--- src/hw/rtl/rotenc_pkg.sv ---
package rotenc_pkg;

   localparam int TIME_WIDTH_DEFAULT = 32;

   localparam int NOW_WIDTH = 32;
   localparam int DEB_WIDTH = 16;
   localparam int CSR_DATA_WIDTH = 32;
   localparam int CSR_ADDR_WIDTH = 3;

   // Register indexes, taken from the word address of the configuration port.
   localparam logic REG_TURN_DEBOUNCE = 1'b0;
   localparam logic REG_BUTTON_DEBOUNCE = 1'b1;

   localparam logic [DEB_WIDTH-1:0] TURN_DEBOUNCE_RESET = 16'd1;
   localparam logic [DEB_WIDTH-1:0] BUTTON_DEBOUNCE_RESET = 16'd200;

   // Latched spin codes as reported in the result.
   localparam logic [2:0] SPIN_NONE = 3'd0;
   localparam logic [2:0] SPIN_LEFT = 3'd1;
   localparam logic [2:0] SPIN_RIGHT = 3'd2;
   localparam logic [2:0] SPIN_LEFT_HELD = 3'd3;
   localparam logic [2:0] SPIN_RIGHT_HELD = 3'd4;

   // Both pins idle high.
   localparam logic [1:0] PINS_IDLE = 2'b11;

   typedef enum logic [1:0] {
      STEP_NONE,
      STEP_LEFT,
      STEP_RIGHT
   } step_type;

   typedef struct packed {
      logic                 pin_a;
      logic                 pin_b;
      logic                 button_n;
      logic [NOW_WIDTH-1:0] now_ms;
      logic                 ack_spin;
      logic                 ack_turn;
   } req_type;

   typedef struct packed {
      logic [2:0] spin_code;
      logic       turn_flag;
      logic       click_now;
      logic       held_turn_now;
   } rsp_type;

   // Transition code is {old A, old B, new A, new B}.
   function automatic step_type step_class(input logic [3:0] code);
      step_type kind;
      case (code)
         4'b1101, 4'b0100, 4'b0010, 4'b1011: kind = STEP_LEFT;
         4'b1110, 4'b0111, 4'b0001, 4'b1000: kind = STEP_RIGHT;
         default: kind = STEP_NONE;
      endcase
      return kind;
   endfunction

endpackage

--- src/hw/rtl/rotary_encoder_decoder.sv ---
// Quadrature decoder for a rotary encoder with push button. Every request is one sample of
// pins A and B, the active-low button and a millisecond timestamp, and gives exactly one
// result: the latched spin state, the turn-pending flag, and whether a debounced click or a
// step with the button held was accepted on that sample. A step or a press counts only when
// the wrapping time since the last accepted event exceeds its debounce register (registers
// at byte addresses 0 and 4). The block takes one request per clock unless the output stalls,
// and delivers its result in the next cycle; the decoder state is updated as each request is
// taken. A new request is taken when the result register is empty or its result leaves in the
// same cycle, so a result that waits on the output also holds off the input.
module rotary_encoder_decoder #(
   parameter int TIME_WIDTH = rotenc_pkg::TIME_WIDTH_DEFAULT
) (
   input  logic                                  clock,
   input  logic                                  reset,

   input  logic                                  req_valid,
   output logic                                  req_ready,
   input  rotenc_pkg::req_type                   req_data,

   output logic                                  rsp_valid,
   input  logic                                  rsp_ready,
   output rotenc_pkg::rsp_type                   rsp_data,

   input  logic                                  csr_psel,
   input  logic                                  csr_penable,
   input  logic                                  csr_pwrite,
   input  logic [rotenc_pkg::CSR_ADDR_WIDTH-1:0] csr_paddr,
   input  logic [rotenc_pkg::CSR_DATA_WIDTH-1:0] csr_pwdata,
   output logic [rotenc_pkg::CSR_DATA_WIDTH-1:0] csr_prdata,
   output logic                                  csr_pready
);

   localparam int CMP_WIDTH = (TIME_WIDTH > rotenc_pkg::DEB_WIDTH) ?
                              TIME_WIDTH : rotenc_pkg::DEB_WIDTH;

   logic [rotenc_pkg::DEB_WIDTH-1:0] turn_deb_ff, turn_deb_in;
   logic [rotenc_pkg::DEB_WIDTH-1:0] button_deb_ff, button_deb_in;

   logic [1:0]            prev_pins_ff, prev_pins_in;
   logic [TIME_WIDTH-1:0] last_time_ff, last_time_in;
   logic [2:0]            spin_latch_ff, spin_latch_in;
   logic                  turn_pending_ff, turn_pending_in;

   logic                  rsp_valid_ff, rsp_valid_in;
   rotenc_pkg::rsp_type   rsp_ff, rsp_in;

   logic                  csr_write;
   logic                  accept;
   logic [TIME_WIDTH-1:0] now_t;
   logic [TIME_WIDTH-1:0] delta;
   logic [1:0]            pair;
   rotenc_pkg::step_type  kind;
   logic                  pressed;
   logic                  click;
   logic                  step_ok;
   logic                  pending_mid;
   logic [2:0]            spin_mid;

   // Configuration port
   assign csr_pready = 1'b1;
   assign csr_write = csr_psel && csr_penable && csr_pwrite && csr_pready;

   always_comb begin
      turn_deb_in = turn_deb_ff;
      button_deb_in = button_deb_ff;
      if (csr_write) begin
         case (csr_paddr[2])
            rotenc_pkg::REG_TURN_DEBOUNCE: turn_deb_in = csr_pwdata[rotenc_pkg::DEB_WIDTH-1:0];
            rotenc_pkg::REG_BUTTON_DEBOUNCE:
               button_deb_in = csr_pwdata[rotenc_pkg::DEB_WIDTH-1:0];
            default: turn_deb_in = turn_deb_ff;
         endcase
      end
   end

   always_comb begin
      case (csr_paddr[2])
         rotenc_pkg::REG_TURN_DEBOUNCE:
            csr_prdata = rotenc_pkg::CSR_DATA_WIDTH'(turn_deb_ff);
         rotenc_pkg::REG_BUTTON_DEBOUNCE:
            csr_prdata = rotenc_pkg::CSR_DATA_WIDTH'(button_deb_ff);
         default: csr_prdata = '0;
      endcase
   end

   // Handshake: the result register is the only stage.
   assign req_ready = !rsp_valid_ff || rsp_ready;
   assign accept = req_valid && req_ready;
   assign rsp_valid = rsp_valid_ff;
   assign rsp_data = rsp_ff;

   // Decode one sample against the current state.
   assign now_t = (TIME_WIDTH)'(req_data.now_ms);
   assign delta = now_t - last_time_ff;
   assign pair = {req_data.pin_a, req_data.pin_b};
   assign kind = rotenc_pkg::step_class({prev_pins_ff, pair});
   assign pressed = !req_data.button_n;
   assign click = pressed &&
                  ((CMP_WIDTH)'(delta) > (CMP_WIDTH)'(button_deb_ff));
   assign step_ok = (kind != rotenc_pkg::STEP_NONE) &&
                    ((CMP_WIDTH)'(delta) > (CMP_WIDTH)'(turn_deb_ff));

   always_comb begin
      // An accepted step re-arms the turn flag even if a click cleared it.
      pending_mid = step_ok ? 1'b1 : (click ? 1'b0 : turn_pending_ff);
      spin_mid = spin_latch_ff;
      if (step_ok) begin
         case (kind)
            rotenc_pkg::STEP_LEFT:
               spin_mid = pressed ? rotenc_pkg::SPIN_LEFT_HELD : rotenc_pkg::SPIN_LEFT;
            rotenc_pkg::STEP_RIGHT:
               spin_mid = pressed ? rotenc_pkg::SPIN_RIGHT_HELD : rotenc_pkg::SPIN_RIGHT;
            default: spin_mid = spin_latch_ff;
         endcase
      end
   end

   always_comb begin
      prev_pins_in = prev_pins_ff;
      last_time_in = last_time_ff;
      spin_latch_in = spin_latch_ff;
      turn_pending_in = turn_pending_ff;
      rsp_in = rsp_ff;
      rsp_valid_in = rsp_valid_ff && !rsp_ready;
      if (accept) begin
         prev_pins_in = pair;
         if (click || step_ok) begin
            last_time_in = now_t;
         end
         spin_latch_in = req_data.ack_spin ? rotenc_pkg::SPIN_NONE : spin_mid;
         turn_pending_in = req_data.ack_turn ? 1'b0 : pending_mid;
         rsp_in.spin_code = spin_mid;
         rsp_in.turn_flag = pending_mid;
         rsp_in.click_now = click;
         rsp_in.held_turn_now = step_ok && pressed;
         rsp_valid_in = 1'b1;
      end
   end

   always_ff @(posedge clock) begin
      if (reset) begin
         turn_deb_ff <= rotenc_pkg::TURN_DEBOUNCE_RESET;
         button_deb_ff <= rotenc_pkg::BUTTON_DEBOUNCE_RESET;
         prev_pins_ff <= rotenc_pkg::PINS_IDLE;
         last_time_ff <= '0;
         spin_latch_ff <= rotenc_pkg::SPIN_NONE;
         turn_pending_ff <= 1'b0;
         rsp_valid_ff <= 1'b0;
      end else begin
         turn_deb_ff <= turn_deb_in;
         button_deb_ff <= button_deb_in;
         prev_pins_ff <= prev_pins_in;
         last_time_ff <= last_time_in;
         spin_latch_ff <= spin_latch_in;
         turn_pending_ff <= turn_pending_in;
         rsp_valid_ff <= rsp_valid_in;
      end
   end

   always_ff @(posedge clock) begin
      rsp_ff <= rsp_in;
   end

`ifndef NO_ASSERTIONS
   a_held_sets_turn: assert property (@(posedge clock) disable iff (reset)
      rsp_valid_ff && rsp_ff.held_turn_now |-> rsp_ff.turn_flag)
      else $error("held step reported without turn flag");

   a_held_spin_code: assert property (@(posedge clock) disable iff (reset)
      rsp_valid_ff && rsp_ff.held_turn_now |->
         (rsp_ff.spin_code == rotenc_pkg::SPIN_LEFT_HELD ||
          rsp_ff.spin_code == rotenc_pkg::SPIN_RIGHT_HELD))
      else $error("held step reported with a plain spin code");

   a_ack_spin_clears: assert property (@(posedge clock) disable iff (reset)
      accept && req_data.ack_spin |=> spin_latch_ff == rotenc_pkg::SPIN_NONE)
      else $error("spin latch not cleared by acknowledge");

   a_ack_turn_clears: assert property (@(posedge clock) disable iff (reset)
      accept && req_data.ack_turn |=> !turn_pending_ff)
      else $error("turn flag not cleared by acknowledge");

   a_accept_gives_result: assert property (@(posedge clock) disable iff (reset)
      accept |=> rsp_valid_ff)
      else $error("accepted request produced no result");
`endif

endmodule
--- config.mk ---
export PLATFORM = sky130hd
export DESIGN_NAME = rotary_encoder_decoder
export DESIGN_NICKNAME = d
export VERILOG_FILES = /design/src/hw/rtl/rotenc_pkg.sv /design/src/hw/rtl/rotary_encoder_decoder.sv
export SDC_FILE = /design/constraint.sdc
export NUM_CORES = 1
export LEC_CHECK = 0
export ABC_AREA = 1
export ABC_CLOCK_PERIOD_IN_PS = 6100
export BUFFER_PORTS_ARGS = -buffer_cell sky130_fd_sc_hd__buf_2
export CAP_MARGIN = 20
export CORE_ASPECT_RATIO = 1.25
export CORE_MARGIN = 5
export CORE_UTILIZATION = 40
export CTS_CLUSTER_DIAMETER = 30
export DETAILED_ROUTE_END_ITERATION = 16
export PLACE_DENSITY = 0.6
export SYNTH_ARGS = -nofsm -noshare
export SYNTH_HDL_FRONTEND = slang
export SYNTH_SLANG_ARGS = --single-unit
--- constraint.sdc ---
create_clock -name clock -period 6.1 [get_ports clock]
set_input_delay 1.22 -clock clock [delete_from_list [all_inputs] [get_ports clock]]
set_output_delay 1.22 -clock clock [all_outputs]
set_load 0.05 [all_outputs]
# Word-level counts from Yosys, hierarchy flattened
# Memories as Yosys holds them, arrays and structs flattened.
# Cells that the tools add are included.
[classes] addsub=1 order_cmp=2 eq_ne=2 n_mux=10 bitwise_logic=1 reduce_logical=16
[ops] op="$gt 32x16->1" count=2
[ops] op="$pmux 32 s2" count=1
[ops] op="$sub 32x32->32" count=1
[ops] op="$mux 3" count=3
[ops] op="$logic_and 1x1->1" count=7
[ops] op="$pmux 3 s2" count=1
[ops] op="$reduce_and 2->1" count=3
[ops] op="$mux 1" count=4
[ops] op="$logic_not 1->1" count=3
[ops] op="$eq 2x1->1 const B" count=1
[ops] op="$eq 2x2->1 const B" count=1
[ops] op="$logic_or 1x1->1" count=2
[ops] op="$mux 2" count=1
[ops] op="$reduce_bool 2->1" count=1
[ops] op="$not 1->1" count=1
[word_totals] ff_bits=77 rom_bits=32 inputBits=79 output_inout_bits=41 word_cells=44 mem_count=1
[mem_list] name="(name not given)" words=16 width=2 rd=1 rd_ports_with_merged_regs=0 write_ports=0 line="rotenc_pkg.sv:52" rtl="case (code)"

# Depth between registers and ports, before layout
# Gate-level depths: netlist of the first run.
[logic_depth] depth_word=6 mapped_depth=26

# Worst setup path after synthesis of the first run
# Ideal clock, no wire load.
[synth_path] path_type="input port to flip-flop" startpoint="input port req_data[2] (netlist bit)" endpoint="register last_time_ff[26]" arrival_time_ns=3.731 required_ns=5.984 path_slack_ns=2.253 cell_stages=24 path_buffers=1 cell_sequence="inv_1 ha_1 fa_1 inv_1 nand2_1 nand3_2 nand2_1 nand2_1 xor2_1 ha_1 nand2_1 inv_1 nand3_1 nor3_1 nand2_1 o2111ai_1 nand2_1 nand3_4 nand2_8 nand2_8 buf_6 nand3b_1 nand2_1 nor2_1"
[synth_between] elab_chain_len=5
[synth_lines] element="start: declaration" line="rotary_encoder_decoder.sv:18" rtl="input rotenc_pkg::req_type req_data,"
[synth_lines] element="$sub 32x32->32 *" line="rotary_encoder_decoder.sv:94" rtl="assign delta = now_t - last_time_ff;"
[synth_lines] element="$gt 32x16->1, on equally long branches" line="rotary_encoder_decoder.sv:99, rotary_encoder_decoder.sv:101"
[synth_lines] element="$logic_and 1x1->1, on equally long branches" line="rotary_encoder_decoder.sv:98, rotary_encoder_decoder.sv:100"
[synth_lines] element="$logic_or 1x1->1 *" line="rotary_encoder_decoder.sv:127" rtl="if (click || step_ok) begin"
[synth_lines] element="$reduce_and 2->1 (no source line) *"
[synth_lines] element="end signal: assignment" line="rotary_encoder_decoder.sv:153" rtl="last_time_ff <= last_time_in;"
[synth_lines] element="end: declaration" line="rotary_encoder_decoder.sv:40" rtl="logic [TIME_WIDTH-1:0] last_time_ff, last_time_in;"
# Mark *: on every way between the ends. The rest lies on a longest branch, timed or not.
# A chain may end at the register's enable or synchronous reset.

# Worst setup path in the final report of the first run
[layout_path] startpoint="input port req_data[2] (netlist bit)" endpoint="register last_time_ff[9]"
# The elaborated chain is that of the path after synthesis.

==> results of run 1 <==
layout make-up:
cell class / count / area (um^2) / share of cell area
Clock buffer: 11 / 243 / 0.0314
Clock inverter: 5 / 108 / 0.0139
Inverter: 217 / 815 / 0.106
Multi-Input combinational cell: 798 / 4240 / 0.550
Sequential cell: 77 / 1600 / 0.207
Tap cell: 220 / 275 / 0.0357
Timing Repair Buffer: 86 / 435 / 0.0564
cell families after synthesis:
family / synth area share
flops: 0.233
simple gates: 0.346
fa+ha+maj: 0.123
other cells: 0.00109
xor+xnor: 0.0216
buf+inv: 0.159
compound gates: 0.116
cell usage in the layout, fill, tap and decap left out, types with 2 or more instances in the layout:
cell type / count
ha_1: 66
nor2_1: 83
clkbuf_16: 9
o221ai_1: 2
nand2_1: 344
nor3_1: 4
nand3_1: 39
a21o_1: 2
bufinv_16: 3
buf_4: 2
a21oi_1: 97
inv_1: 201
nor2_2: 7
conb_1: 17
nand2_8: 2
xor2_1: 16
inv_2: 15
nor2_4: 3
nand3b_1: 33
o21ai_0: 52
edfxtp_1: 6
nand3_2: 3
nand2_2: 7
buf_2: 84
clkinv_4: 2
nand4_1: 12
dfxtp_1: 71
final timing paths:
path	to	start	slack [ns]	cells past startpoint
setup / recovery	last_time_ff[9]$_SDFFE_PP0P_	req_data[2]	1.65	22
hold / removal	turn_pending_ff$_SDFFE_PP0P_	turn_pending_ff$_SDFFE_PP0P_	0.48	2
setup reg to reg	last_time_ff[9]$_SDFFE_PP0P_	last_time_ff[0]$_SDFFE_PP0P_	2.36	20
hold reg to reg	turn_pending_ff$_SDFFE_PP0P_	turn_pending_ff$_SDFFE_PP0P_	0.48	2
state kept, by name, indices dropped and copies added (netlist names):
name and cells:
rsp_data 6, rsp_valid 1, button_deb_ff 16, spin_latch_ff 3, prev_pins_ff 2, turn_deb_ff 16
turn_pending_ff 1, last_time_ff 32
cell usage after synthesis (4+ instances only):
master	instances	area, um^2
nand2_1	344	1290
inv_1	202	758
a21oi_1	97	485
nor2_1	83	312
dfxtp_1	71	1420
ha_1	66	826
o21ai_0	52	260
nand3_1	39	195
nand3b_1	33	248
buf_4	17	128
xor2_1	16	140
clkbuf_1	15	56.3
inv_2	14	52.6
nand4_1	12	75.1
nand2_2	7	43.8
nor2_2	7	43.8
buf_6	6	67.6
edfxtp_1	6	180
buf_2	4	20.0
nor3_1	4	20.0
per-layer routing:
layer / up-vias / global-route usage / routed length (um)
li1: 3588 / - / -
met1: 2853 / 0.209 / 7650
met2: 109 / 0.321 / 8460
met3: 22 / 0.0222 / 658
met4: 0 / 0.0659 / 357
met5: - / 0 / 0
critical path, delay by kind of cell:
family	cells	cell delay, ns
AOI/OAI and AO/OA	1	0.13
xor gates and xnor gates	1	0.33
adders and majority gates	3	0.83
buffers and inverters	3	0.26
and+or+nand+nor	14	1.87
power groups by stage:
| stage | Clock [mW] | Combinational, mW | Sequential (mW) |
|---|---|---|---|
| after detailed placement | 0 | 0.786 | 0.572 |
| after global routing | 0.680 | 0.906 | 0.564 |
| after global placement | 0 | 0.779 | 0.571 |
| final | 0.642 | 0.781 | 0.560 |
| after floorplan | 0 | 0.607 | 0.584 |
| after CTS | 0.656 | 0.790 | 0.560 |
==> impl_results.md, run 1 <==
- Number of synthesized flops with an enable pin: 6
- ANT cells: 0
- Switch Pwr: 758 uW
- Mapped Area: between 6000 and 7000 um^2
- Die area: around 20000 um^2
- # Max-Cap Violations: 0
- Power share of the clock group: 0.324
- Switching fraction of total power: 0.382
- Vias per cell: approximately 4.6
- CTS buffer count: 9
- Seq/Total Area, Yosys: 0.233
- Longest Clk Path Bufs: 2
- Status: completed
- PostCTS Resize Cnt: 0
- CTS tree: built
- Core area: approximately 17000 um^2
- Filler cells: ~1900
- Register bit total from synthesis: between 70 and 80
- Starting Density: 0.409
- Final Cycle Share: 0.730
- Crit end category: flip-flop
- Die height: 157 um
- Area grow syn2layout: 12.1%
- Largest net degree at the start of global routing: 65
- Post-DP HPWL: ~14000 um
- GPL Wtd Cong: around 0.9
- Clock Skews: 0.00888 ns
- Achievable clock frequency: 0.224 GHz
- Startpoint types: input port
- Chip Width: around 130 um
- First-pass iteration count of the detailed router: 5
- Crit path max-delay cell type: fa_1
- Required @ worst endpoint: between 6 and 7 ns
- Vias in the first global route: roughly 6000
- Clk slew on worst S/H paths: around 0.060 ns
- Logic pwr share: 0.394
- Class of the worst hold path: flip-flop to flip-flop
- Post CTS Setup Buffer Count: 0
- GRT Overall Usage: 0.176
- First-pass GRT wire length: around 28000 um
- Final worst slack: around 1.6 ns
- Avg Synthesized Cell Area: 6.14 um^2
- P_int: ~1.2 mW
- Hold Buf Count CTS: 0
- Synth Instances: ~1100
- Slew margin rel.: 0.460
- Clock Root Buffer: clkbuf_16
- Pwr/cell area: about 260 nW/um^2
- Ys async rst share: 0
- FP Rows: 53
- Worst Path Max Fanout: between 60 and 70
- Avg WL per Cell: approximately 12 um
- Placed Area: between 7000 and 8000 um^2
- Final net count: 1335
- Vias: ~6600
- Sequential Power Share: 0.282
- Netlist cell types: 37
- RSZ-0062 raised after global routing: no
- Hold WS: roughly 0.48 ns
- TNS Setup: 0 ns
- PortBufs: 84
- Slew at the pin closest to its max-slew limit: around 0.81 ns
- Design area: about 7700 um^2
- Fin. Hold Viols: 0
- CP most frequent cell: nand2_1
- Critical Path, Cell by Cell: buf_2 -> inv_1 -> ha_1 -> fa_1 -> inv_1 -> nand3_1 -> nand3_1 -> nand2_1 -> nand2_1 -> xor2_1 -> ha_1 -> nand2_1 -> nor3_1 -> nand2_1 -> o2111ai_1 -> nand2_1 -> nand3_4 -> nand2_8 -> nand2_8 -> nand3b_1 -> nand2_1 -> nor2_1
- Initial drt markers: around 270
- Minimum clock period: approximately 4.5 ns
- Core Util, Final: 0.458
- Initial antenna violation count: 0
- Htree depth: 3
- Power, Total: ~2.0 mW
- Share of post-route cells with drive strength above 1: 0.119
- Non-filler cells, final: between 1000 and 1500
- Warnings, synthesis: 0
- Total grt overflow: 0
- Final ANT Viol Nets: 0
- CTS Sinks: between 70 and 80
- CP peak stage delay: about 0.42 ns
- Crit Path Class: input port to flip-flop
- Post-Place Cells: between 1000 and 1500
- Total length of routed wires: approximately 17000 um
- CP arrival: approximately 4.7 ns
- Top_reg_cell synth: dfxtp_1
- Setup WS pre-CTS: ~1.3 ns
- Final setup fails: 0
- Worst-Skew Late Latency: approximately 0.35 ns
- Pleak: slightly above 4 nW
- DRC errors left: 0
- Max-slew violation count: 0
- I/O pin total: 120
- Worst-case vdd ir drop: approximately 0.12 mV
No activity file was read; power rests on OpenSTA's default activity.
==> run 2: changes to the inputs <==
--- a/config.mk
+++ b/config.mk
@@ -6,7 +6,7 @@
 export NUM_CORES = 1
 export LEC_CHECK = 0
 export ABC_AREA = 1
-export ABC_CLOCK_PERIOD_IN_PS = 6100
+export ABC_CLOCK_PERIOD_IN_PS = 4700
 export BUFFER_PORTS_ARGS = -buffer_cell sky130_fd_sc_hd__buf_2
 export CAP_MARGIN = 20
 export CORE_ASPECT_RATIO = 1.25
==> constraint.sdc (replaced) <==
create_clock -name clock -period 4.7 [get_ports clock]
set_input_delay 0.94 -clock clock [delete_from_list [all_inputs] [get_ports clock]]
set_output_delay 0.94 -clock clock [all_outputs]
set_load 0.05 [all_outputs]
==> run 2 against run 1 <==
Against the previous run: total power rose by 30%; highest routed layer unchanged; worst setup slack worse by 1.1 ns; routed wire length is 1.2% higher; final cell count up 0.14%; via count rose by 0.38%; clock-buffer cell count did not move; largest power group unchanged; die area stayed put.
==> impl_results.md, run 2 (same netlist as run 1, synthesis figures left out) <==
- Status: completed
- Placed Area: 7400 um^2 (+0.37%)
- GRT Overall Usage: 0.177 (+0.000794)
- Clk slew on worst S/H paths: 0.06 ns (about the same)
- CP most frequent cell: nand2_1
- Final worst slack: 0.521 ns (-1.12 ns)
- Area grow syn2layout: 12.5%
- Biggest regs: last_time_ff (32), button_deb_ff (16), turn_deb_ff (16)
- Max-slew violation count: 0 (unchanged)
- Total grt overflow: 0 (unchanged)
- Final Cycle Share: 0.889
- CTS tree: built
- Htree depth: 3 (unchanged)
- Sequential Power Share: 0.281 (about the same)
- P_int: 1.59 mW (+30%)
- Hold Startpoint: turn_pending_ff$_SDFFE_PP0P_
- Vias per cell: 4.66 (+0.24%)
- Slew margin rel.: 0.451 (-0.00910)
- Hold depth: 2 (unchanged)
- CP peak stage delay: 0.41 ns (about the same)
- Clock Skews: 0.00678 ns (-0.00209 ns)
- Longest Clk Path Bufs: 2 (unchanged)
- GPL Wtd Cong: 0.883 (-1.6%)
- Vias: 6597 (+0.38%)
- Final setup fails: 0 (unchanged)
- Clock Root Buffer: clkbuf_16
- Die area: 20000 um^2 (unchanged)
- Critical Path, Cell by Cell: buf_2 -> inv_1 -> ha_1 -> fa_1 -> inv_1 -> nand3_1 -> nand3_1 -> nand2_1 -> nand3b_2 -> xor2_1 -> ha_1 -> nand3_1 -> nor3_1 -> nand2_1 -> o2111ai_1 -> nand2_1 -> nand3_4 -> nand2_8 -> nand2_8 -> nand3b_1 -> nand2_1 -> nor2_1
- Switching fraction of total power: 0.384 (+0.00191)
- CTS buffer count: 9 (unchanged)
- # Max-Cap Violations: 0 (unchanged)
- Final net count: 1337 (+0.15%)
- Hold WS: 0.471 ns (-0.00619 ns)
- PostCTS Resize Cnt: 0 (unchanged)
- Share of post-route cells with drive strength above 1: 0.120 (+0.00147)
- Beginning of the critical path: req_data[2]
- Required @ worst endpoint: 4.94 ns (-1.40 ns)
- RSZ-0062 raised after global routing: no
- Startpoint types: input port
- Core Util, Final: 0.460 (+0.00163)
- Non-filler cells, final: 1416 (+0.14%)
- Worst Path Max Fanout: 64 (unchanged)
- CTS Sinks: 77 (unchanged)
- Switch Pwr: 994 uW (+31%)
- Post CTS Setup Buffer Count: 0 (unchanged)
- I/O pin total: 120 (unchanged)
- First-pass GRT wire length: 28400 um (about the same)
- Largest net degree at the start of global routing: 65 (unchanged)
- ANT cells: 0 (unchanged)
- Crit end category: flip-flop
- Setup WS pre-CTS: 0.163 ns (-1.10 ns)
- Starting Density: 0.409 (unchanged)
- Logic pwr share: 0.394 (about the same)
- Pleak: 4.17 nW (+0.34%)
- Final ANT Viol Nets: 0 (unchanged)
- Initial drt markers: 295 (+8.5%)
- DRC errors left: 0 (unchanged)
- Avg WL per Cell: 12.2 um (+1.1%)
- Crit path max-delay cell type: fa_1
- Power, Total: 2.59 mW (+30%)
- Slew at the pin closest to its max-slew limit: 0.822 ns (+0.0136 ns)
- CP arrival: 4.42 ns (-0.27 ns)
- Worst-case vdd ir drop: 0.165 mV (+34%)
- Post-Place Cells: 1400 (+0.14%)
- Worst-Skew Late Latency: 0.35 ns (about the same)
- TNS Setup: 0 ns (unchanged)
- FP Rows: 53 (unchanged)
- Design area: 7750 um^2 (+0.36%)
- Die height: 157 um (unchanged)
- Most frequent cells in the layout: nand2_1, inv_1, a21oi_1
- Reg-to-Reg Start: last_time_ff[0]$_SDFFE_PP0P_
- R2R Path End: last_time_ff[5]$_SDFFE_PP0P_
- Vias in the first global route: 5980 (-0.52%)
- Most flops, register: last_time_ff
- Class of the worst hold path: flip-flop to flip-flop
- Most common cell after layout, fill and taps aside: nand2_1
- Achievable clock frequency: 0.239 GHz
- Power share of the clock group: 0.324 (about the same)
- Initial antenna violation count: 0 (unchanged)
- Post-DP HPWL: 14000 um (+0.29%)
- R2R depth: 20 (unchanged)
- CP top delay family: simple AND/OR/NAND/NOR gates
- Pwr/cell area: 334 nW/um^2 (+30%)
- R2r setup slk: 0.95 ns (-1.41 ns)
- Minimum clock period: ~4.2 ns
- WP buf/inv: 3 (unchanged)
- Fin. Hold Viols: 0 (unchanged)
- First-pass iteration count of the detailed router: 4 (-1)
- Crit Path Class: input port to flip-flop
- PortBufs: 84 (unchanged)
- Hold Buf Count CTS: 0 (unchanged)
- Hold Path Sink: turn_pending_ff$_SDFFE_PP0P_
- Max FFs per register: 32 (unchanged)
- Total length of routed wires: 17300 um (+1.2%)
- Core area: 16800 um^2 (unchanged)
- Chip Width: 127 um (unchanged)
-- run 2: changes by cell type in the layout (fill, tap and decap cells not counted) --
cell / previous run / this run
buf_12: 0 / 1
buf_4: 2 / 3
-- run 2: power groups by stage --
stage / Combinational [mW] / Sequential [mW] / Clock (mW)
after global placement: 1.01 / 0.741 / 0
after CTS: 1.03 / 0.728 / 0.857
after detailed placement: 1.02 / 0.742 / 0
final: 1.02 / 0.727 / 0.839
after global routing: 1.18 / 0.732 / 0.888
after floorplan: 0.787 / 0.757 / 0
-- run 2: tightest hold or removal path: stages (launching register included) --
cell and delay [ns]:
dfxtp_1 0.31, nand2_1 0.06, a21oi_1 0.06
-- run 2: worst max-delay path by stage --
stage                               endpoint  slack, ns  cells past startpoint
2_1_floorplan  last_time_ff[26]$_SDFFE_PP0P_       1.13                     24
3_3_place_gp   last_time_ff[23]$_SDFFE_PP0P_       0.12                     22
3_5_place_dp    last_time_ff[5]$_SDFFE_PP0P_       0.16                     22
4_1_cts         last_time_ff[5]$_SDFFE_PP0P_       0.52                     22
5_1_grt        last_time_ff[12]$_SDFFE_PP0P_       0.12                     24
6_report        last_time_ff[5]$_SDFFE_PP0P_       0.52                     22
-- run 2: final cells by class --
class	instances	area [um^2]
clock inverters	5	108
inverters	217	815
repair buffers	88	463
fillers	1906	9100
well taps	220	275
flip-flops and latches	77	1600
multi-input cells	798	4240
clock buffers	11	243
-- run 2: routing by layer --
| layer | share of wire | wire [um] | global-route usage | vias to the layer above |
|---|---|---|---|---|
| met5 | 0 | 0 | 0 | - |
| met4 | 0.014 | 237 | 0.0465 | 0 |
| li1 | - | - | - | 3595 |
| met3 | 0.043 | 747 | 0.0314 | 18 |
| met2 | 0.50 | 8670 | 0.324 | 128 |
| met1 | 0.44 | 7670 | 0.210 | 2856 |
